`src/hdl/rbpm_pkg.sv`:
```
// Shared types, constants and helper functions of the rigid body point mover.
package rbpm_pkg;

  localparam int NUM_POINTS   = 256;
  localparam int CORDIC_STEPS = 16;
  localparam int MEM_DEPTH    = (NUM_POINTS < 256) ? NUM_POINTS : 256;
  localparam int ADDR_W       = (MEM_DEPTH > 1) ? $clog2(MEM_DEPTH) : 1;
  localparam int STEP_W       = $clog2(CORDIC_STEPS);
  localparam int RED_STEPS    = 6;
  localparam int RED_W        = 3;
  localparam int QUEUE_DEPTH  = 2;
  localparam int QPTR_W       = 1;

  localparam logic signed [32:0] TWO_PI_Q24  = 33'sd105414357;
  localparam logic signed [31:0] PI_Q24      = 32'sd52707179;
  localparam logic signed [31:0] HALF_PI_Q24 = 32'sd26353589;
  localparam logic signed [32:0] GAIN_Q30    = 33'sd652032874;
  localparam logic signed [17:0] ONE_Q16     = 18'sd65536;

  // Configuration register indexes.
  localparam logic [1:0] REG_INV_DT = 2'd0;
  localparam logic [1:0] REG_INIT_X = 2'd1;
  localparam logic [1:0] REG_INIT_Y = 2'd2;

  typedef enum logic [1:0] {
    ACT_LOAD  = 2'd0,
    ACT_PATH  = 2'd1,
    ACT_MOVE  = 2'd2,
    ACT_SPARE = 2'd3
  } action_e;

  typedef enum logic [3:0] {
    ST_IDLE, ST_RED, ST_FOLD, ST_CORD, ST_ROUND,
    ST_RD, ST_MA, ST_MB, ST_MC, ST_SPX, ST_SPY, ST_SQ, ST_EMIT
  } bk_state_e;

  typedef struct packed {
    action_e            op;
    logic [7:0]         index;
    logic signed [31:0] x;
    logic signed [31:0] y;
    logic signed [31:0] angle;
    logic               first;
  } item_t;

  typedef struct packed {
    logic  valid;
    item_t item;
  } queue_head_t;

  // Arctangent of 2^-i in Q8.24.
  function automatic logic [23:0] atan_q24(input logic [4:0] i);
    logic [23:0] v;
    unique case (i)
      5'd0:  v = 24'd13176795;
      5'd1:  v = 24'd7778716;
      5'd2:  v = 24'd4110060;
      5'd3:  v = 24'd2086331;
      5'd4:  v = 24'd1047214;
      5'd5:  v = 24'd524117;
      5'd6:  v = 24'd262123;
      5'd7:  v = 24'd131069;
      5'd8:  v = 24'd65536;
      5'd9:  v = 24'd32768;
      5'd10: v = 24'd16384;
      5'd11: v = 24'd8192;
      5'd12: v = 24'd4096;
      5'd13: v = 24'd2048;
      5'd14: v = 24'd1024;
      5'd15: v = 24'd512;
      5'd16: v = 24'd256;
      5'd17: v = 24'd128;
      5'd18: v = 24'd64;
      5'd19: v = 24'd32;
      5'd20: v = 24'd16;
      5'd21: v = 24'd8;
      5'd22: v = 24'd4;
      5'd23: v = 24'd2;
      default: v = 24'd0;
    endcase
    return v;
  endfunction

  // Applies the sign to a speed magnitude and saturates to 32 bits.
  function automatic logic signed [31:0] sat_speed(input logic [49:0] q, input logic neg);
    logic signed [31:0] v;
    if (neg) begin
      if (q >= 50'h0_8000_0000) v = 32'sh8000_0000;
      else v = 32'sd0 - $signed({1'b0, q[30:0]});
    end else begin
      if (q > 50'h0_7FFF_FFFF) v = 32'sh7FFF_FFFF;
      else v = $signed({1'b0, q[30:0]});
    end
    return v;
  endfunction

endpackage

```
`src/hdl/rbpm_front.sv`:
```
// Front end: accepts requests, drops meaningless ones and queues the rest.
module rbpm_front (
  input  logic               in_valid_i,
  output logic               in_ready_o,
  input  logic [1:0]         action_i,
  input  logic [7:0]         point_index_i,
  input  logic signed [31:0] load_x_i,
  input  logic signed [31:0] load_y_i,
  input  logic signed [31:0] path_x_i,
  input  logic signed [31:0] path_y_i,
  input  logic signed [31:0] path_angle_i,
  input  logic               first_sample_i,
  input  logic               q_full_i,
  output logic               q_push_o,
  output rbpm_pkg::item_t    q_item_o
);

  logic keep;
  logic idx_ok;

  assign idx_ok = {24'd0, point_index_i} < 32'(rbpm_pkg::NUM_POINTS);

  always_comb begin
    q_item_o.op    = rbpm_pkg::ACT_LOAD;
    q_item_o.index = point_index_i;
    q_item_o.x     = load_x_i;
    q_item_o.y     = load_y_i;
    q_item_o.angle = path_angle_i;
    q_item_o.first = first_sample_i;
    keep           = 1'b0;
    unique case (action_i)
      rbpm_pkg::ACT_LOAD: begin
        keep = idx_ok;
      end
      rbpm_pkg::ACT_PATH: begin
        q_item_o.op = rbpm_pkg::ACT_PATH;
        q_item_o.x  = path_x_i;
        q_item_o.y  = path_y_i;
        keep        = 1'b1;
      end
      rbpm_pkg::ACT_MOVE: begin
        q_item_o.op = rbpm_pkg::ACT_MOVE;
        keep        = idx_ok;
      end
      default: keep = 1'b0;
    endcase
  end

  assign in_ready_o = !q_full_i;
  assign q_push_o   = in_valid_i && !q_full_i && keep;

endmodule

```
`config.mk`:
```
export PLATFORM = sky130hd
export DESIGN_NAME = rbpm_front
export DESIGN_NICKNAME = d
export VERILOG_FILES = /design/src/hdl/rbpm_pkg.sv /design/src/hdl/rbpm_front.sv
export SDC_FILE = /design/constraint.sdc
export NUM_CORES = 1
export LEC_CHECK = 0
export BUFFER_PORTS_ARGS = -buffer_cell sky130_fd_sc_hd__buf_4
export CAP_MARGIN = 20
export CORE_AREA = 8 8 104 106
export DETAILED_ROUTE_END_ITERATION = 8
export DIE_AREA = 0 0 112 114
export SLEW_MARGIN = 10
export SYNTH_ARGS = -nofsm -noshare
export SYNTH_HDL_FRONTEND = slang
export SYNTH_SLANG_ARGS = --single-unit
```
`constraint.sdc`:
```
create_clock -name vclk -period 1.08
set_clock_uncertainty 0.1 [all_clocks]
set_input_delay 0.054 -clock vclk [all_inputs]
set_output_delay 0.054 -clock vclk [all_outputs]
set_load 0.01 [all_outputs]
```
# After elaboration in Yosys (flattened, before gate mapping)
# Cells that the tools add are included.
word_totals:
  reg_bits: 0
  inputBits: 173
  output_inout_bits: 109
  word_cells: 10
op_classes:
  eq_ne: 2
  mux: 3
  reduce_logical: 5
op_table:
  columns: ["cell", "count"]
  rows:
  - ["$mux 64", 1]
  - ["$pmux 2 s2", 1]
  - ["$reduce_or 3->1", 1]
  - ["$eq 2x1->1 const B", 1]
  - ["$eq 2x2->1 const B", 1]
  - ["$logic_and 1x1->1", 2]
  - ["$logic_not 2->1", 1]
  - ["$logic_not 1->1", 1]
  - ["$mux 1", 1]

# Depth between registers and ports, before layout
# Gate-level depths: netlist of the first run.
depth:
  depth_word: 4
  ltp_mapped: 4
  depth_no_buf: 2

# Worst setup path after synthesis of the first run
# No wires, ideal clock.
synth_path:
  kind: "input port to output port"
  from: "input port action_i[0]"
  to: "output port q_item_o[80] (netlist name)"
  arrival_time_ns: 0.810
  required_time_ns: 0.926
  slack_ns: 0.116
  cell_stages: 4
  path_buffers: 2
  cell_sequence: "nor2b_4 buf_12 buf_12 mux2_4"
synth_lines:
  columns: ["element", "line", "source"]
  rows:
  - ["start, declared", "rbpm_front.sv:5", "input logic [1:0] action_i,"]
  - ["end, declared", "rbpm_front.sv:15", "output rbpm_pkg::item_t q_item_o"]

==> results by group, run 1 <==
Floorplan
  • Initial Utilization: between 10% and 20%
  • Site Rows: 35
  • Die Area: between 0.01 and 0.015 mm2
  • CORE AREA: a little over 0.009 mm2
  • Die X: 112 um
  • Ports: 282
  • Die Y-Extent: around 110 um

Critical path
  • Setup crit start kind: input pin
  • CP arrival: 1.07 ns
  • Req. time, crit path: slightly above 0.9 ns
  • Setup crit end kind: output port
  • CP peak stage delay: 0.32 ns
  • Crit path kind: in -> out
  • Slowest-stage cell, CP: mux2_4
  • CP cell instances: buf_8 > nor2b_4 > buf_12 > buf_16 > mux2_4 > buf_6
  • Critical path fanouts, max: 17

Logic synthesis
  • Register area share after synthesis: 0%
  • Yosys top cell area share: approximately 54%
  • Count leader, synth: mux2_4
  • Distinct cells, synth: 9
  • Area leader, netlist: mux2_4
  • Yosys Warn Count: 0
  • Syn Inst Count: 117
  • Cell area after synthesis: ~0.0014 mm2
  • Commonest cells post-synth: mux2_4 (49), buf_4 (42), mux2_2 (15)
  • Syn_nets: between 200 and 300
  • Syn Area/Cell: about 12 um2
  • Main area contributors after synthesis: mux2_4 (54%), buf_4 (23%), mux2_2 (12%)

Place
  • Placement Cell Area: roughly 0.0027 mm2
  • Setup WS pre-CTS: -0.2078 ns
  • Post-DP HPWL: 6.257 mm
  • Port bufs: 200
  • Routability cong.: 0.7969

Global route
  • All-Layer GR Usage: under 10%
  • First-pass GRT wire length: roughly 10 mm
  • Vias in the first global route: 1709
  • Total grt overflow: 0
  • Pin count of the biggest net entering global routing: 18
  • Initial antenna violation count: 0

Clock network
  • Hold buffers post-CTS: 0

Route
  • Drt via density: between 3 and 4
  • Post-route DRC: 0
  • Routed Antenna Nets: 0
  • DRT Wirelength: a little under 7 mm
  • Initial DRC Count: 71
  • Vias post-DR: about 1500
  • Detailed Routing Iterations Pass 1: 4
  • WL/cell: between 15 and 20 um

Cells and area
  • Storage element area: 0 um2
  • Layout cells sized above 1: 98.60%
  • Final Instance Area: 0.002879 mm2
  • Nets: 460
  • Layout Area Growth over Synthesis: 109.6%
  • # diodes: 0
  • FFs & Latches: 0
  • Fillers: between 900 and 1000
  • Clock buffers: 0

Power
  • Worst VDD drop: roughly 0.12 mV
  • P_leak: between 1.5 and 2 nW
  • Power Density: ~460 mW/mm2

STA
  • Slew Limit Headroom: around 90%
  • Final hold violations: 0
  • PnR worst setup slack: -0.1481 ns
  • Final period utilization: 113.7%
  • Setup TNS: -7.227 ns
  • Least-Margin Pin Slew: about 0.13 ns
  • Hold WS: 0.008004 ns
  • Fin crit period: 1.228 ns
  • RSZ-0062 raised after global routing: true
  • Fmax: 814.3 MHz
  • Final setup fails: between 60 and 70
  • Max Slew Vio Count: 0

Job
  • MaxCap Viol Count: 0

Run status
  • Failing checks: setup timing
  • Status: finished with violations

Worst hold path
  • Hold WC Path Type: in -> out
==> repair_timing <==
item                       4_1_cts  5_1_grt
gates resized for setup         40        2
buffers inserted                 2        1
setup endpoints to repair       64       64
==> final timing paths <==
kind	from	to	slack [ns]	cells past startpoint
hold / removal	point_index_i[5]	q_item_o[102]	0.008	0
setup / recovery	action_i[1]	q_item_o[49]	-0.15	6
==> final cells by class <==
| cell class | count | area (um2) | share of cell area (%) |
|---|---|---|---|
| inverter | 1 | 3.754 | 0.1304 |
| multi-input combinational | 68 | 960.9 | 33.38 |
| tap | 111 | 138.9 | 4.824 |
| timing repair buffer | 216 | 1775 | 61.67 |
==> layer usage <==
metal | share of wire [%] | track usage, % | wire [um]
met5 | 0 | 0 | 0
met4 | 1.4 | 1.799 | 96
met3 | 12 | 3.275 | 808
met2 | 54 | 19.83 | 3771
met1 | 33 | 8.896 | 2266
==> where the power goes <==
group          internal (W)  total [W]  switching, W  leakage (nW)
clock                     0          0             0             0
combinational      0.000900    0.00131      0.000413          1.57
sequential                0          0             0             0
total              0.000900    0.00131      0.000413          1.57
==> per-stage QoR <==
step / instances / total power [W] / utilization [%]
final: 396 / 0.001313 / 31.61
after global routing: 396 / 0.001392 / 31.61
after CTS: 396 / 0.001336 / 31.59
after detailed placement: 394 / 0.001237 / 29.74
after global placement: 394 / 0.001226 / 29.74
after floorplan: 117 / 0.0006752 / -
==> placed cells by master (no fill, tap or decap), drive strengths merged <==
cell type,instances
and3,1
buf,216
inv,1
mux2,64
nand2,1
nor2b,2
==> critical path, delay by kind of cell <==
family                 cells  cell delay [ns]
and+or+nand+nor            1             0.13
muxes                      1             0.32
buffers and inverters      4             0.55
==> logic make-up (layout without fill, tap and decap cells) <==
| family | Yosys count | after routing | synth area share (%) |
|---|---|---|---|
| buffers and inverters | 49 | 217 | 31.97 |
| muxes | 64 | 64 | 65.85 |
| and+or+nand+nor | 4 | 4 | 2.186 |
Note: power is estimated with default switching activity, not from simulation.
==> run 2: changes to the inputs <==
==> constraint.sdc (replaced) <==
create_clock -name vclk -period 1.08
set_clock_uncertainty 0.1 [all_clocks]
set_input_delay 0.054 -clock vclk [all_inputs]
set_output_delay 0.054 -clock vclk [all_outputs]
set_load 0.02 [all_outputs]
==> results by group, run 2 (synthesis gave the netlist of run 1 again) <==
Run status
  • Status: finished with violations
  • Failing checks: setup timing

Clock network
  • Hold buffers post-CTS: 0

Critical path
  • Crit path kind: in -> out
  • CP peak stage delay: roughly 0.3 ns
  • Setup crit start kind: input pin
  • CP arrival: about 1.1 ns
  • CP cell instances: buf_8 > nor2b_4 > buf_12 > buf_4 > mux2_4 > buf_4
  • Setup crit end kind: output port
  • Slowest-stage cell, CP: mux2_4
  • Critical path fanouts, max: 20
  • Req. time, crit path: approximately 0.93 ns
  • Most common cell on crit path: buf_4

Global route
  • Met1 Usage GRT: 8.865%
  • Met2 GRT Util: between 10% and 20%
  • Pin count of the biggest net entering global routing: 21
  • Total grt overflow: 0
  • Met3 Use GR: between 3 and 4%
  • All-Layer GR Usage: under 10%
  • Grt peak-use layer: met2
  • Initial antenna violation count: 0
  • Vias in the first global route: roughly 1800
  • First-pass GRT wire length: a little over 10 mm

STA
  • RSZ-0062 raised after global routing: true
  • Least-Margin Pin Slew: between 0.1 and 0.15 ns
  • Max Slew Vio Count: 0
  • Fin crit period: ~1.3 ns
  • Slew Limit Headroom: between 90% and 100%
  • Final setup fails: 62
  • Final hold violations: 0
  • Hold WS: 0.008008 ns
  • Fmax: between 700 and 800 MHz
  • PnR worst setup slack: -0.1828 ns
  • Final period utilization: 116.9%

Place
  • Post-DP HPWL: slightly above 6 mm
  • Routability cong.: ~0.8
  • Placement Cell Area: about 0.0027 mm2
  • Port bufs: 200

Floorplan
  • Initial Utilization: 15.08%
  • Site Rows: 35
  • CORE AREA: 0.009109 mm2
  • Die Area: 0.01277 mm2
  • Die Y-Extent: between 100 and 150 um
  • Ports: 282
  • Die X: ~110 um

Power
  • Worst VDD drop: between 0.1 and 0.15 mV
  • Power Density: between 500 and 600 mW/mm2
  • Power, Total: between 0.001 and 0.0015 W
  • P_leak: between 1.5 and 2 nW

Route
  • DRT Wirelength: approximately 7 mm
  • Initial DRC Count: between 60 and 70
  • Drt via density: between 3 and 4
  • Vias post-DR: approximately 1500
  • WL/cell: roughly 17 um
  • Post-route DRC: 0
  • Detailed Routing Iterations Pass 1: 4
  • Routed Antenna Nets: 0

Cells and area
  • Multi-input logic area: about 960 um2
  • Final Instance Area: approximately 0.0029 mm2
  • Nets: between 400 and 500
  • Layout cells sized above 1: 98.62%
  • Fillers: 950
  • # diodes: 0
  • Layout Area Growth over Synthesis: 111.2%
  • FFs & Latches: 0
  • Storage element area: 0 um2
  • Most frequent cells in the layout: buf_4 (190), mux2_4 (57), buf_6 (26)
  • Leading cell type in the layout, fill and taps excluded: buf_4
  • Clock buffers: 0

Job
  • MaxCap Viol Count: 0

Worst hold path
  • Hold WC Path Type: in -> out
-- run 2: changes by cell type in the layout (fill, tap and decap cells not counted), sizes merged --
cell	before	now
buf	216	220
-- run 2: repair_timing --
action                     4_1_cts  5_1_grt
setup buffers                    3        0
gates resized for setup         36        3
setup endpoints to repair       64       64
-- run 2: final cells by class --
| cell class | instances | area share, % |
|---|---|---|
| multi-input cells | 68 | 33.25 |
| well taps | 111 | 4.787 |
| inverters | 1 | 0.1294 |
| repair buffers | 220 | 61.84 |
-- run 2: final timing paths --
kind	startpoint	to	slack (ns)	cells past startpoint
worst max-delay path	action_i[1]	q_item_o[82]	-0.18	6
worst min-delay path	path_angle_i[10]	q_item_o[11]	0.008	0
-- run 2: layer usage --
| metal | vias to the layer above | share of wire [%] |
|---|---|---|
| met5 | - | 0 |
| met4 | 0 | 1.4 |
| met3 | 20 | 12 |
| met2 | 113 | 55 |
| met1 | 702 | 31 |
| li1 | 713 | - |
-- run 2: critical path, delay by kind of cell --
family,cells,cell delay [ns]
buffers and inverters,4,0.60
multiplexers,1,0.30
AND/OR/NAND/NOR,1,0.13
-- run 2: where the power goes --
part	total, W	switching (W)	internal [W]
clock	0	0	0
sequential	0	0	0
combinational	0.00148	0.000570	0.000914
-- run 2: stage by stage --
step	std cells	TNS (ns)	util [%]	setup slack, ns
after global routing	400	-12.64	31.85	-0.2350
after floorplan	117	0	-	0.08371
after global placement	397	-10.12	29.99	-0.2038
after detailed placement	397	-11.26	29.99	-0.2317
after CTS	400	-9.526	31.72	-0.1809
final	400	-9.520	31.85	-0.1828
