File: config.mk
export PLATFORM = sky130hd
export DESIGN_NAME = rbpm_queue
export DESIGN_NICKNAME = d
export VERILOG_FILES = /design/src/hdl/rbpm_pkg.sv /design/src/hdl/rbpm_queue.sv
export SDC_FILE = /design/constraint.sdc
export NUM_CORES = 1
export LEC_CHECK = 0
export ABC_CLOCK_PERIOD_IN_PS = 6350
export BUFFER_PORTS_ARGS = -buffer_cell sky130_fd_sc_hd__clkbuf_2
export CELL_PAD_IN_SITES_DETAIL_PLACEMENT = 0
export CELL_PAD_IN_SITES_GLOBAL_PLACEMENT = 1
export CORE_MARGIN = 1
export CORE_UTILIZATION = 44
export DETAILED_ROUTE_END_ITERATION = 8
export PLACE_DENSITY_LB_ADDON = 0.25
export SLEW_MARGIN = 10
export SYNTH_ARGS = -nofsm -noshare
export SYNTH_HDL_FRONTEND = slang
export SYNTH_SLANG_ARGS = --single-unit
File: constraint.sdc
create_clock -name clk_i -period 6.35 [get_ports clk_i]
set_clock_uncertainty 0.15 [all_clocks]
set_input_delay 0.635 -clock clk_i [delete_from_list [all_inputs] [get_ports clk_i]]
set_output_delay 0.635 -clock clk_i [all_outputs]
set_load 0.03 [all_outputs]
File: src/hdl/rbpm_pkg.sv
// Shared types, constants and helper functions of the rigid body point mover.
package rbpm_pkg;

  localparam int NUM_POINTS   = 256;
  localparam int CORDIC_STEPS = 16;
  localparam int MEM_DEPTH    = (NUM_POINTS < 256) ? NUM_POINTS : 256;
  localparam int ADDR_W       = (MEM_DEPTH > 1) ? $clog2(MEM_DEPTH) : 1;
  localparam int STEP_W       = $clog2(CORDIC_STEPS);
  localparam int RED_STEPS    = 6;
  localparam int RED_W        = 3;
  localparam int QUEUE_DEPTH  = 2;
  localparam int QPTR_W       = 1;

  localparam logic signed [32:0] TWO_PI_Q24  = 33'sd105414357;
  localparam logic signed [31:0] PI_Q24      = 32'sd52707179;
  localparam logic signed [31:0] HALF_PI_Q24 = 32'sd26353589;
  localparam logic signed [32:0] GAIN_Q30    = 33'sd652032874;
  localparam logic signed [17:0] ONE_Q16     = 18'sd65536;

  // Configuration register indexes.
  localparam logic [1:0] REG_INV_DT = 2'd0;
  localparam logic [1:0] REG_INIT_X = 2'd1;
  localparam logic [1:0] REG_INIT_Y = 2'd2;

  typedef enum logic [1:0] {
    ACT_LOAD  = 2'd0,
    ACT_PATH  = 2'd1,
    ACT_MOVE  = 2'd2,
    ACT_SPARE = 2'd3
  } action_e;

  typedef enum logic [3:0] {
    ST_IDLE, ST_RED, ST_FOLD, ST_CORD, ST_ROUND,
    ST_RD, ST_MA, ST_MB, ST_MC, ST_SPX, ST_SPY, ST_SQ, ST_EMIT
  } bk_state_e;

  typedef struct packed {
    action_e            op;
    logic [7:0]         index;
    logic signed [31:0] x;
    logic signed [31:0] y;
    logic signed [31:0] angle;
    logic               first;
  } item_t;

  typedef struct packed {
    logic  valid;
    item_t item;
  } queue_head_t;

  // Arctangent of 2^-i in Q8.24.
  function automatic logic [23:0] atan_q24(input logic [4:0] i);
    logic [23:0] v;
    unique case (i)
      5'd0:  v = 24'd13176795;
      5'd1:  v = 24'd7778716;
      5'd2:  v = 24'd4110060;
      5'd3:  v = 24'd2086331;
      5'd4:  v = 24'd1047214;
      5'd5:  v = 24'd524117;
      5'd6:  v = 24'd262123;
      5'd7:  v = 24'd131069;
      5'd8:  v = 24'd65536;
      5'd9:  v = 24'd32768;
      5'd10: v = 24'd16384;
      5'd11: v = 24'd8192;
      5'd12: v = 24'd4096;
      5'd13: v = 24'd2048;
      5'd14: v = 24'd1024;
      5'd15: v = 24'd512;
      5'd16: v = 24'd256;
      5'd17: v = 24'd128;
      5'd18: v = 24'd64;
      5'd19: v = 24'd32;
      5'd20: v = 24'd16;
      5'd21: v = 24'd8;
      5'd22: v = 24'd4;
      5'd23: v = 24'd2;
      default: v = 24'd0;
    endcase
    return v;
  endfunction

  // Applies the sign to a speed magnitude and saturates to 32 bits.
  function automatic logic signed [31:0] sat_speed(input logic [49:0] q, input logic neg);
    logic signed [31:0] v;
    if (neg) begin
      if (q >= 50'h0_8000_0000) v = 32'sh8000_0000;
      else v = 32'sd0 - $signed({1'b0, q[30:0]});
    end else begin
      if (q > 50'h0_7FFF_FFFF) v = 32'sh7FFF_FFFF;
      else v = $signed({1'b0, q[30:0]});
    end
    return v;
  endfunction

endpackage

File: src/hdl/rbpm_queue.sv
// Small queue between the front end and the execution back end.
module rbpm_queue (
  input  logic                  clk_i,
  input  logic                  rst_ni,
  input  logic                  push_i,
  input  rbpm_pkg::item_t       item_i,
  output logic                  full_o,
  input  logic                  pop_i,
  output rbpm_pkg::queue_head_t head_o
);

  rbpm_pkg::item_t entry_q [rbpm_pkg::QUEUE_DEPTH];
  logic [rbpm_pkg::QPTR_W-1:0] wr_ptr_q, wr_ptr_d, rd_ptr_q, rd_ptr_d;
  logic [rbpm_pkg::QPTR_W:0]   count_q, count_d;
  logic                        do_pop;

  assign do_pop = pop_i && (count_q != '0);
  assign full_o = count_q == (rbpm_pkg::QPTR_W + 1)'(rbpm_pkg::QUEUE_DEPTH);

  always_comb begin
    wr_ptr_d = push_i ? wr_ptr_q + 1'b1 : wr_ptr_q;
    rd_ptr_d = do_pop ? rd_ptr_q + 1'b1 : rd_ptr_q;
    count_d  = count_q + (rbpm_pkg::QPTR_W + 1)'(push_i) - (rbpm_pkg::QPTR_W + 1)'(do_pop);
  end

  always_ff @(posedge clk_i or negedge rst_ni) begin
    if (!rst_ni) begin
      wr_ptr_q <= '0;
      rd_ptr_q <= '0;
      count_q  <= '0;
    end else begin
      wr_ptr_q <= wr_ptr_d;
      rd_ptr_q <= rd_ptr_d;
      count_q  <= count_d;
    end
  end

  always_ff @(posedge clk_i) begin
    if (push_i) entry_q[wr_ptr_q] <= item_i;
  end

  assign head_o.valid = count_q != '0;
  assign head_o.item  = entry_q[rd_ptr_q];

endmodule

Yosys cells after proc, flatten, opt, wreduce, memory -nomap -nowiden
Memory sizes are Yosys's and may differ from the RTL's.
Cells that the tools add are included.
{"block": "totals", "regBits": 4, "ram_bits": 214, "input_bits": 111, "output_inout_bits": 109, "wordCells": 13, "mem_count": 1}
{"block": "classes", "addsub": 4, "n_eq_ne": 1, "muxes": 2, "n_reduce_logical": 2}
{"name": "entry_q", "words": 2, "width": 107, "rd": 1, "rd_clocked_by_memory_dff": 0, "write_ports": 1, "line_no": "rbpm_queue.sv:12", "source": "rbpm_pkg::item_t entry_q [rbpm_pkg::QUEUE_DEPTH];"}
{"op": "$add A1 B1 Y1 const B", "n": 2}
{"op": "$add A2 B1 Y2", "n": 1}
{"op": "$eq A2 B2 Y1 const B", "n": 1}
{"op": "$mux W1", "n": 2}
{"op": "$reduce_bool A2 Y1", "n": 1}
{"op": "$sub A2 B1 Y2", "n": 1}
{"op": "$logic_and A1 B1 Y1", "n": 1}

Longest topological paths before layout
Gate-level depths: netlist of run 1.
{"block": "logic_depth", "ltp_word": 3, "mapped_depth": 6}

Least setup slack after synthesis of run 1
OpenSTA, ideal clock, no wires.
{"block": "synth_timing", "kind": "input-to-reg", "start": "in push_i", "end": "mem entry_q[0][0] (netlist bit) (enable)", "t_arrival_ps": 5286, "slack_ps": 327, "stages": 1, "cell_sequence": "nor2b_1"}
{"block": "synth_via", "elab_chain_cells": 2}
{"element": "from (decl)", "line_no": "rbpm_queue.sv:5", "source": "input logic push_i,"}
{"element": "$mux W1", "line_no": "rbpm_queue.sv:39", "source": "if (push_i) entry_q[wr_ptr_q] <= item_i;"}
{"element": "$mux W1 (not written as such)", "line_no": "rbpm_queue.sv:39"}
{"element": "to (decl)", "line_no": "rbpm_queue.sv:12"}
No other way between the ends.

==> flow_summary_export.csv, run 1 <==
group,metric,value,unit
clock_network,cts_hold_buf,1,
hold_path,min_from,"item_i[76]",
global_routing,antenna_found_initial,0,
worst_setup_path,reg2regPathDepth,2,
synth,synth_fp_nets,463,
synth,syn_avg_cell_area,22.8,sq um
worst_setup_path,critPathKind,"flop to output port",
final_layout,fin_nets,700,
timing,layout_min_cycle_time,3.60,ns
floorplanning,dieArea,0.0187,sq mm
detailed_routing,via_per_inst,4.76,
clock_network,cts_num_sinks,218,
worst_setup_path,cp_slowest_cell,"dfrtp_4",
detailed_routing,post-route-drc-count,0,
worst_setup_path,r2r_end,"entry_q[1][1]",
floorplanning,dieWidth,137,microns
synth,ys_types,14,
clock_network,clk_latency,0.50,ns
final_layout,drive_gt1_share,60.3,%
placed_design,dp_hpwl,9290,microns
synth,ys_ff_latch,218,
worst_setup_path,critPathArrivalTime,2.81,ns
detailed_routing,firstDrtPassIters,4,
timing,fmax,278,MHz
power_and_ir_drop,peakVddDrop,0.000331,V
power_and_ir_drop,p_per_area,489,mW/mm^2
worst_setup_path,slowest_delay,1.06,ns
clock_network,cts_buffer_depth,3,
detailed_routing,drt-total-wl,14400,microns
timing,slew_violations,0,
floorplanning,ios,220,
global_routing,grtUsageTotal,15.0,%
clock_network,path_clk_slew,0.06,ns
worst_setup_path,crit_chain,"buf_4 > mux2_2 > clkbuf_2",
status,status,"finished clean",
synth,ys_warn_count,0,
timing,worst_pin_slew,0.994,ns
synth,synth_top_area_cell,"edfxtp_1",
worst_setup_path,crit_required,5.56,ns
timing,grt_setup_unrepaired,"no",
hold_path,hold_class,"input pin to flop",
clock_network,htree_levels,1,
final_layout,fin_util,57.2,%
synth,ys_seq_area_share,81.7,%
timing,timing.final.crit_share,56.6,%
synth,netlist_area,0.00799,sq mm
worst_setup_path,worst_r2r_startpoint,"wr_ptr_q",
floorplanning,core.rowCount,48,
clock_network,tritoncts,"done",
global_routing,grt_pass1_wl,21100,microns
worst_setup_path,r2r_slack,3.98,ns
timing,hold_violations,0,
power_and_ir_drop,p_leak,3.89,nW
timing,final.setup.tns,0,ns
clock_network,cts_buffers,23,
floorplanning,initial_core_util,45.6,%
floorplanning,core,0.0175,sq mm
floorplanning,die_h,137,microns
hold_path,hold_depth,1,
clock_network,cts_setup_buffers,0,
detailed_routing,routedWlPerCell,17.4,microns
worst_setup_path,cp_max_fo,72,
final_layout,n_antenna_cell,0,
detailed_routing,ant_nets,0,
clock_network,cts-resized-gates,0,
timing,slew_headroom,33.7,%
placed_design,gp_congestion,0.731,
final_layout,syn_to_final_growth,25.5,%
global_routing,grt-ovfl-total,0,
synth,synth_cells,350,
detailed_routing,detail_route.iter0.violations,184,
worst_setup_path,startpoint_type,"flop",
global_routing,grt_max_degree,73,
synth,yosys-top-cells-area,"edfxtp_1 80%, mux2_2 12%, mux2_4 3.8%, dfrtp_1 1.3%, buf_6 0.56%",
run,maxCapViolations,0,
clock_network,cts_root_buf,"clkbuf_16",
global_routing,grt_pass1_vias,4081,
worst_setup_path,crit_path_end_kind,"output port",
placed_design,port_buffers,219,
synth,synth_top_area_share,80.4,%
detailed_routing,via_count,3943,
timing,finalSetupViolations,0,
hold_path,hold_end,"entry_q[0][76]",
[sequential cells by signal (all words and copies together), names as in the netlist]
| signal | flops |
|---|---|
| rd_ptr_q | 1 |
| count_q | 2 |
| wr_ptr_q | 1 |
| entry_q | 214 |
[layout by cell type (no fill, tap or decap)]
cell / instances
clkbuf_2: 219
edfxtp_1: 214
mux2_2: 87
clkbuf_16: 23
mux2_4: 20
clkbuf_1: 8
clkinv_1: 4
buf_4: 4
clkbuf_8: 3
dfrtp_1: 3
inv_1: 2
xnor2_1: 2
xor2_1: 2
ha_1: 2
inv_6: 2
clkinv_2: 2
or2_2: 1
o21a_1: 1
nor2b_4: 1
nor2b_1: 1
and2_4: 1
dlygate4sd3_1: 1
dfrtp_4: 1
[per-layer routing]
metal  wire length, microns  track usage (%)  share of wire (%)  vias to the layer above
met5                      0                0                  0                        -
met4                    279             5.31                1.9                        0
met3                   1520             5.59                 11                       24
met2                   6860             24.4                 48                      162
met1                   5750             18.3                 40                     1886
li1                       -                -                  -                     1871
[cell families after synthesis]
logic type                 after synthesis  synth area share, %
and+or+nand+nor                          4                0.313
adders and majority gates                2                0.313
muxes                                  107                 16.0
xor gates and xnor gates                 4                0.438
DFF                                    218                 81.7
AOI/OAI and AO/OA                        1               0.0940
buffers and inverters                   14                 1.16
[report_power, final]
part | internal [mW] | switching [mW]
registers | 1.91 | 0.155
logic | 0.588 | 1.04
clock network | 0.705 | 0.505
[cell usage after synthesis, drive strengths merged]
cell type,count
xnor2,2
dfrtp,4
mux2,107
buf,12
or2,1
inv,2
o21a,1
xor2,2
and2,1
ha,2
nor2b,2
edfxtp,214
[per-stage QoR]
step                      area [sq um]  hold WS (ns)  total power [mW]  worst slack [ns]  std cells
after floorplan                   7990         0.189              3.34             0.327        350
after global placement            9330         0.295              3.73              3.22        786
after detailed placement          9330         0.303              3.76              3.18        786
after CTS                        10000         0.149              4.98              2.64        829
after global routing             10000         0.150              5.13              2.57        829
final                            10000         0.168              4.91              2.75        829
[cell type report]
cell class | instances | area (sq um)
clock buffer | 34 | 647
clock inverter | 8 | 42.5
fill | 1402 | 7510
inverter | 2 | 7.51
multi-input combinational | 118 | 1380
sequential | 218 | 6530
tap | 225 | 282
timing repair buffer | 224 | 1140
[worst max path at each step]
stage / startpoint / to / slack (ns)
5_1_grt: rd_ptr_q / head_o[52] / 2.57
3_5_place_dp: rd_ptr_q / head_o[22] / 3.18
4_1_cts: rd_ptr_q / head_o[43] / 2.64
3_3_place_gp: rd_ptr_q / head_o[22] / 3.22
2_1_floorplan: push_i / entry_q[0][0] / 0.33
6_report: rd_ptr_q / head_o[40] / 2.75
[critical path, delay by kind of cell, from the launching register on]
family	cells	cell delay [ns]
mux	1	0.41
flops	1	1.06
buf+inv	2	0.81
Power figures use the tool's default switching activity.
==> run 2: changes to the inputs <==
ABC_CLOCK_PERIOD_IN_PS = 3800   (was 6350)
clock period = 3.8 ns   (was 6.35 ns; I/O delays follow)
==> run 2 against run 1 <==
  * Register-to-register slack lost 2.2 ns
  * Sequential power grew 64%
  * Sequential cell count is the same
  * Via count grew 13%
  * Clock power grew 61%
==> flow_summary_export.csv, run 2 (synthesized netlist as in run 1, its figures left out) <==
group,metric,value,unit
status,status,"finished clean",
timing,layout_min_cycle_time,2.83,ns
global_routing,grt_max_degree,56,
detailed_routing,drt-total-wl,15500,microns
clock_network,path_clk_slew,0.06,ns
final_layout,final_cell_mix,"219 x clkbuf_2, 214 x edfxtp_1, 109 x dlygate4sd3_1",
detailed_routing,via_count,4454,
floorplanning,dieWidth,137,microns
timing,grt_setup_unrepaired,"no",
global_routing,grt_use_met2,29.1,%
final_layout,stdcell_count,933,
worst_setup_path,startpoint_type,"flop",
detailed_routing,routedWlPerCell,16.6,microns
placed_design,port_buffers,219,
timing,slew_violations,0,
worst_setup_path,critPathKind,"flop to output port",
hold_path,hold_depth,3,
final_layout,largest-register,"entry_q",
global_routing,grt_pass1_wl,23700,microns
timing,slew_headroom,47.0,%
clock_network,htree_levels,1,
clock_network,cts_buffer_depth,3,
floorplanning,dieArea,0.0187,sq mm
detailed_routing,ant_nets,0,
worst_setup_path,critPathArrivalTime,2.30,ns
clock_network,cts-resized-gates,0,
detailed_routing,post-route-drc-count,0,
placed_design,gp_congestion,0.736,
detailed_routing,firstDrtPassIters,4,
floorplanning,core,0.0175,sq mm
worst_setup_path,cp-endpoint,"head_o[105]",
worst_setup_path,r2r_slack,1.83,ns
clock_network,clk_latency,0.48,ns
placed_design,dp_hpwl,9460,microns
final_layout,drive_gt1_share,51.3,%
worst_setup_path,reg2regPathDepth,2,
detailed_routing,via_per_inst,4.77,
clock_network,tritoncts,"done",
worst_setup_path,crit_path_end_kind,"output port",
global_routing,grt-ovfl-total,0,
global_routing,antenna_found_initial,0,
detailed_routing,detail_route.iter0.violations,201,
final_layout,syn_to_final_growth,39.0,%
global_routing,grt_util_met1,19.7,%
hold_path,hold_class,"input pin to flop",
global_routing,grtUsageTotal,16.7,%
power_and_ir_drop,p_leak,4.33,nW
final_layout,n_antenna_cell,0,
clock_network,cts_root_buf,"clkbuf_16",
run,maxCapViolations,0,
global_routing,met3_usage,4.52,%
final_layout,largest_reg_flops,214,
clock_network,cts_buffers,22,
worst_setup_path,worst_r2r_startpoint,"wr_ptr_q",
timing,final.setup.tns,0,ns
final_layout,layout_commonest_cell,"clkbuf_2",
worst_setup_path,crit_path_start,"rd_ptr_q",
placed_design,dp_cells,787,
timing,worst_pin_slew,0.795,ns
timing,finalSetupViolations,0,
clock_network,cts_num_sinks,218,
worst_setup_path,crit_required,3.27,ns
power_and_ir_drop,peakVddDrop,0.000453,V
floorplanning,ios,220,
floorplanning,core.rowCount,48,
timing,hold_violations,0,
worst_setup_path,cp_max_fo,51,
final_layout,fin_nets,808,
worst_setup_path,r2r_end,"entry_q[1][44]",
placed_design,placed_area,0.00936,sq mm
floorplanning,die_h,137,microns
timing,timing.final.crit_share,74.6,%
timing,fmax,353,MHz
power_and_ir_drop,p_per_area,744,mW/mm^2
floorplanning,initial_core_util,45.6,%
global_routing,grt_pass1_vias,4795,
global_routing,busiest_layer,"met2",
final_layout,design_area,0.0111,sq mm
final_layout,top_regs,"entry_q: 214 flops, count_q: 2 flops",
## run 2: worst min-delay path by stage
stage,to,startpoint
2_1_floorplan,count_q[0],rst_ni
3_3_place_gp,count_q[0],rst_ni
3_5_place_dp,count_q[1],rst_ni
4_1_cts,rd_ptr_q,pop_i
5_1_grt,count_q[1],rst_ni
6_report,rd_ptr_q,pop_i
## run 2: cell type report
cell class                 instances  area, sq um
clock buffer                      31          626
clock inverter                     6         31.3
fill                            1277         6430
inverter                           2         7.51
multi-input combinational        118         1380
sequential                       218         6530
tap                              225          282
timing repair buffer             333         2250
## run 2: repair_timing
item | CTS | global route
setup buffers | 0 | 0
hold buffers | 109 | 0
endpoints found under the hold margin | 219 | 0
## run 2: through the flow
| step | utilization, % | setup WS [ns] | hold slack [ns] | power [mW] |
|---|---|---|---|---|
| after floorplan | - | 0.0195 | -0.0656 | 5.57 |
| after global placement | 53.4 | 1.47 | 0.0415 | 6.26 |
| after detailed placement | 53.4 | 1.47 | 0.0452 | 6.31 |
| after CTS | 63.3 | 0.928 | 0.0544 | 8.36 |
| after global routing | 63.3 | 0.882 | 0.0967 | 8.64 |
| final | 63.3 | 0.966 | 0.0812 | 8.26 |
## run 2: worst max-delay path, cell delays in order (launching register included)
cell,delay (ns)
dfrtp_4,0.80
buf_12,0.36
mux2_2,0.40
clkbuf_2,0.19
## run 2: metal layers
layer	vias to the layer above	share of wire, %
li1	2078	-
met1	2166	41
met2	177	49
met3	33	7.9
met4	0	2.6
met5	-	0
## run 2: power breakdown
group	total, mW	internal [mW]	switching (mW)
Clock	1.95	1.14	0.813
Sequential	3.39	3.20	0.198
Combinational	2.91	1.08	1.84
Total	8.26	5.41	2.85
==> run 3: changes to the inputs <==
ABC_CLOCK_PERIOD_IN_PS = 2800   (was 3800)
clock period = 2.8 ns   (was 3.8 ns; I/O delays follow)
==> run 3 against run 2 <==
  * Combinational power rose by 40%
  * Sequential cell count unchanged
  * Critical endpoint is now head_o[42]
  * Largest cell class unchanged
  * Core utilization increased by 0.64 points
  * Worst hold slack better by 0.28 ns
  * Final area up 1.0%
  * Worst setup slack worse by 0.70 ns
  * Critical path type unchanged
==> flow_summary_export.csv, run 3 (synthesized netlist as in run 1, its figures left out) <==
group,metric,value,unit
status,status,"finished clean",
detailed_routing,firstDrtPassIters,4,
power_and_ir_drop,p_per_area,1010,mW/mm^2
worst_setup_path,crit_path_end_kind,"output port",
final_layout,top_regs,"entry_q: 214 flops, count_q: 2 flops",
floorplanning,ios,220,
clock_network,cts_buffer_depth,3,
clock_network,cts_buffers,23,
detailed_routing,via_count,4467,
global_routing,grt_pass1_vias,4769,
floorplanning,core.rowCount,48,
timing,timing.final.crit_share,90.5,%
power_and_ir_drop,power,11.4,mW
timing,worst_pin_slew,0.504,ns
placed_design,dp_cells,790,
detailed_routing,routedWlPerCell,16.2,microns
final_layout,fin_nets,814,
worst_setup_path,critPathArrivalTime,2.10,ns
global_routing,grt_max_degree,75,
run,maxCapViolations,0,
final_layout,drive_gt1_share,51.4,%
clock_network,cts_root_buf,"clkbuf_16",
detailed_routing,drt-total-wl,15300,microns
final_layout,stdcell_count,943,
timing,grt_setup_unrepaired,"no",
clock_network,htree_levels,1,
worst_setup_path,cp_max_fo,32,
clock_network,tritoncts,"done",
floorplanning,dieArea,0.0187,sq mm
final_layout,n_antenna_cell,0,
floorplanning,initial_core_util,45.6,%
floorplanning,dieWidth,137,microns
timing,hold_violations,0,
worst_setup_path,critPathKind,"flop to output port",
global_routing,grt-ovfl-total,0,
hold_path,hold_depth,2,
power_and_ir_drop,p_leak,4.39,nW
power_and_ir_drop,peakVddDrop,0.000635,V
worst_setup_path,crit_required,2.37,ns
floorplanning,core,0.0175,sq mm
global_routing,antenna_found_initial,0,
timing,finalSetupViolations,0,
timing,layout_min_cycle_time,2.53,ns
timing,slew_violations,0,
detailed_routing,via_per_inst,4.74,
detailed_routing,ant_nets,0,
floorplanning,die_h,137,microns
global_routing,grtUsageTotal,16.4,%
detailed_routing,detail_route.iter0.violations,153,
clock_network,cts-resized-gates,0,
final_layout,largest_reg_flops,214,
final_layout,syn_to_final_growth,40.4,%
hold_path,hold_class,"input pin to flop",
final_layout,design_area,0.0112,sq mm
detailed_routing,post-route-drc-count,0,
clock_network,clk_latency,0.49,ns
timing,fmax,395,MHz
final_layout,layout_commonest_cell,"clkbuf_2",
placed_design,port_buffers,219,
final_layout,final_cell_mix,"219 x clkbuf_2, 214 x edfxtp_1, 111 x dlygate4sd3_1",
final_layout,largest-register,"entry_q",
placed_design,gp_congestion,0.712,
global_routing,grt_pass1_wl,23300,microns
worst_setup_path,reg2regPathDepth,2,
placed_design,placed_area,0.00942,sq mm
worst_setup_path,startpoint_type,"flop",
clock_network,path_clk_slew,0.06,ns
clock_network,cts_num_sinks,218,
timing,slew_headroom,66.4,%
timing,final.setup.tns,0,ns
placed_design,dp_hpwl,9580,microns
## run 3: repair_timing
item | in CTS | in global routing
hold buffers | 111 | 0
endpoints found under the hold margin | 221 | 0
endpoints found under the setup margin | 0 | 0
buffers inserted | 0 | 0
## run 3: final cells by class
class	instances	area [sq um]
clock buffers	27	591
clock inverters	15	97.6
fillers	1279	6320
inverters	2	7.51
multi-input cells	118	1380
flip-flops and latches	218	6530
well taps	225	282
repair buffers	338	2330
## run 3: final timing paths
| kind | startpoint | endpoint | slack [ns] |
|---|---|---|---|
| setup / recovery | rd_ptr_q | head_o[42] | 0.27 |
| hold / removal | item_i[43] | entry_q[1][43] | 0.36 |
| setup reg to reg | wr_ptr_q | entry_q[1][99] | 1.08 |
| hold reg to reg | count_q[1] | count_q[1] | 0.38 |
| max in group asynchronous | rst_ni | rd_ptr_q | 1.76 |
| min in group asynchronous | rst_ni | rd_ptr_q | 0.54 |
## run 3: critical path, cell delays in order (launching register included)
cell      delay (ns)
dfrtp_4         0.75
buf_12          0.28
mux2_2          0.37
clkbuf_2        0.19
## run 3: report_power, final
group | total, mW | internal [mW] | switching (mW) | leakage [nW]
combinational | 4.06 | 1.53 | 2.53 | 2.00
sequential | 4.58 | 4.33 | 0.247 | 2.05
clock | 2.75 | 1.60 | 1.15 | 0.337
total | 11.4 | 7.46 | 3.92 | 4.39
## run 3: per-stage QoR
stage | hold slack (ns) | util (%) | setup slack [ns]
2_1_floorplan | -0.166 | - | 0.215
3_5_place_dp | -0.0488 | 53.7 | 0.762
4_1_cts | 0.338 | 64.0 | 0.219
3_3_place_gp | -0.0557 | 53.7 | 0.754
6_report | 0.362 | 64.0 | 0.266
5_1_grt | 0.347 | 64.0 | 0.171
## run 3: layer usage
layer | share of wire [%] | vias up | global-route usage, %
met5 | 0 | - | 0
met4 | 2.2 | 0 | 5.12
met3 | 8.3 | 31 | 5.04
met2 | 52 | 165 | 30.2
met1 | 37 | 2165 | 17.9
li1 | - | 2106 | -
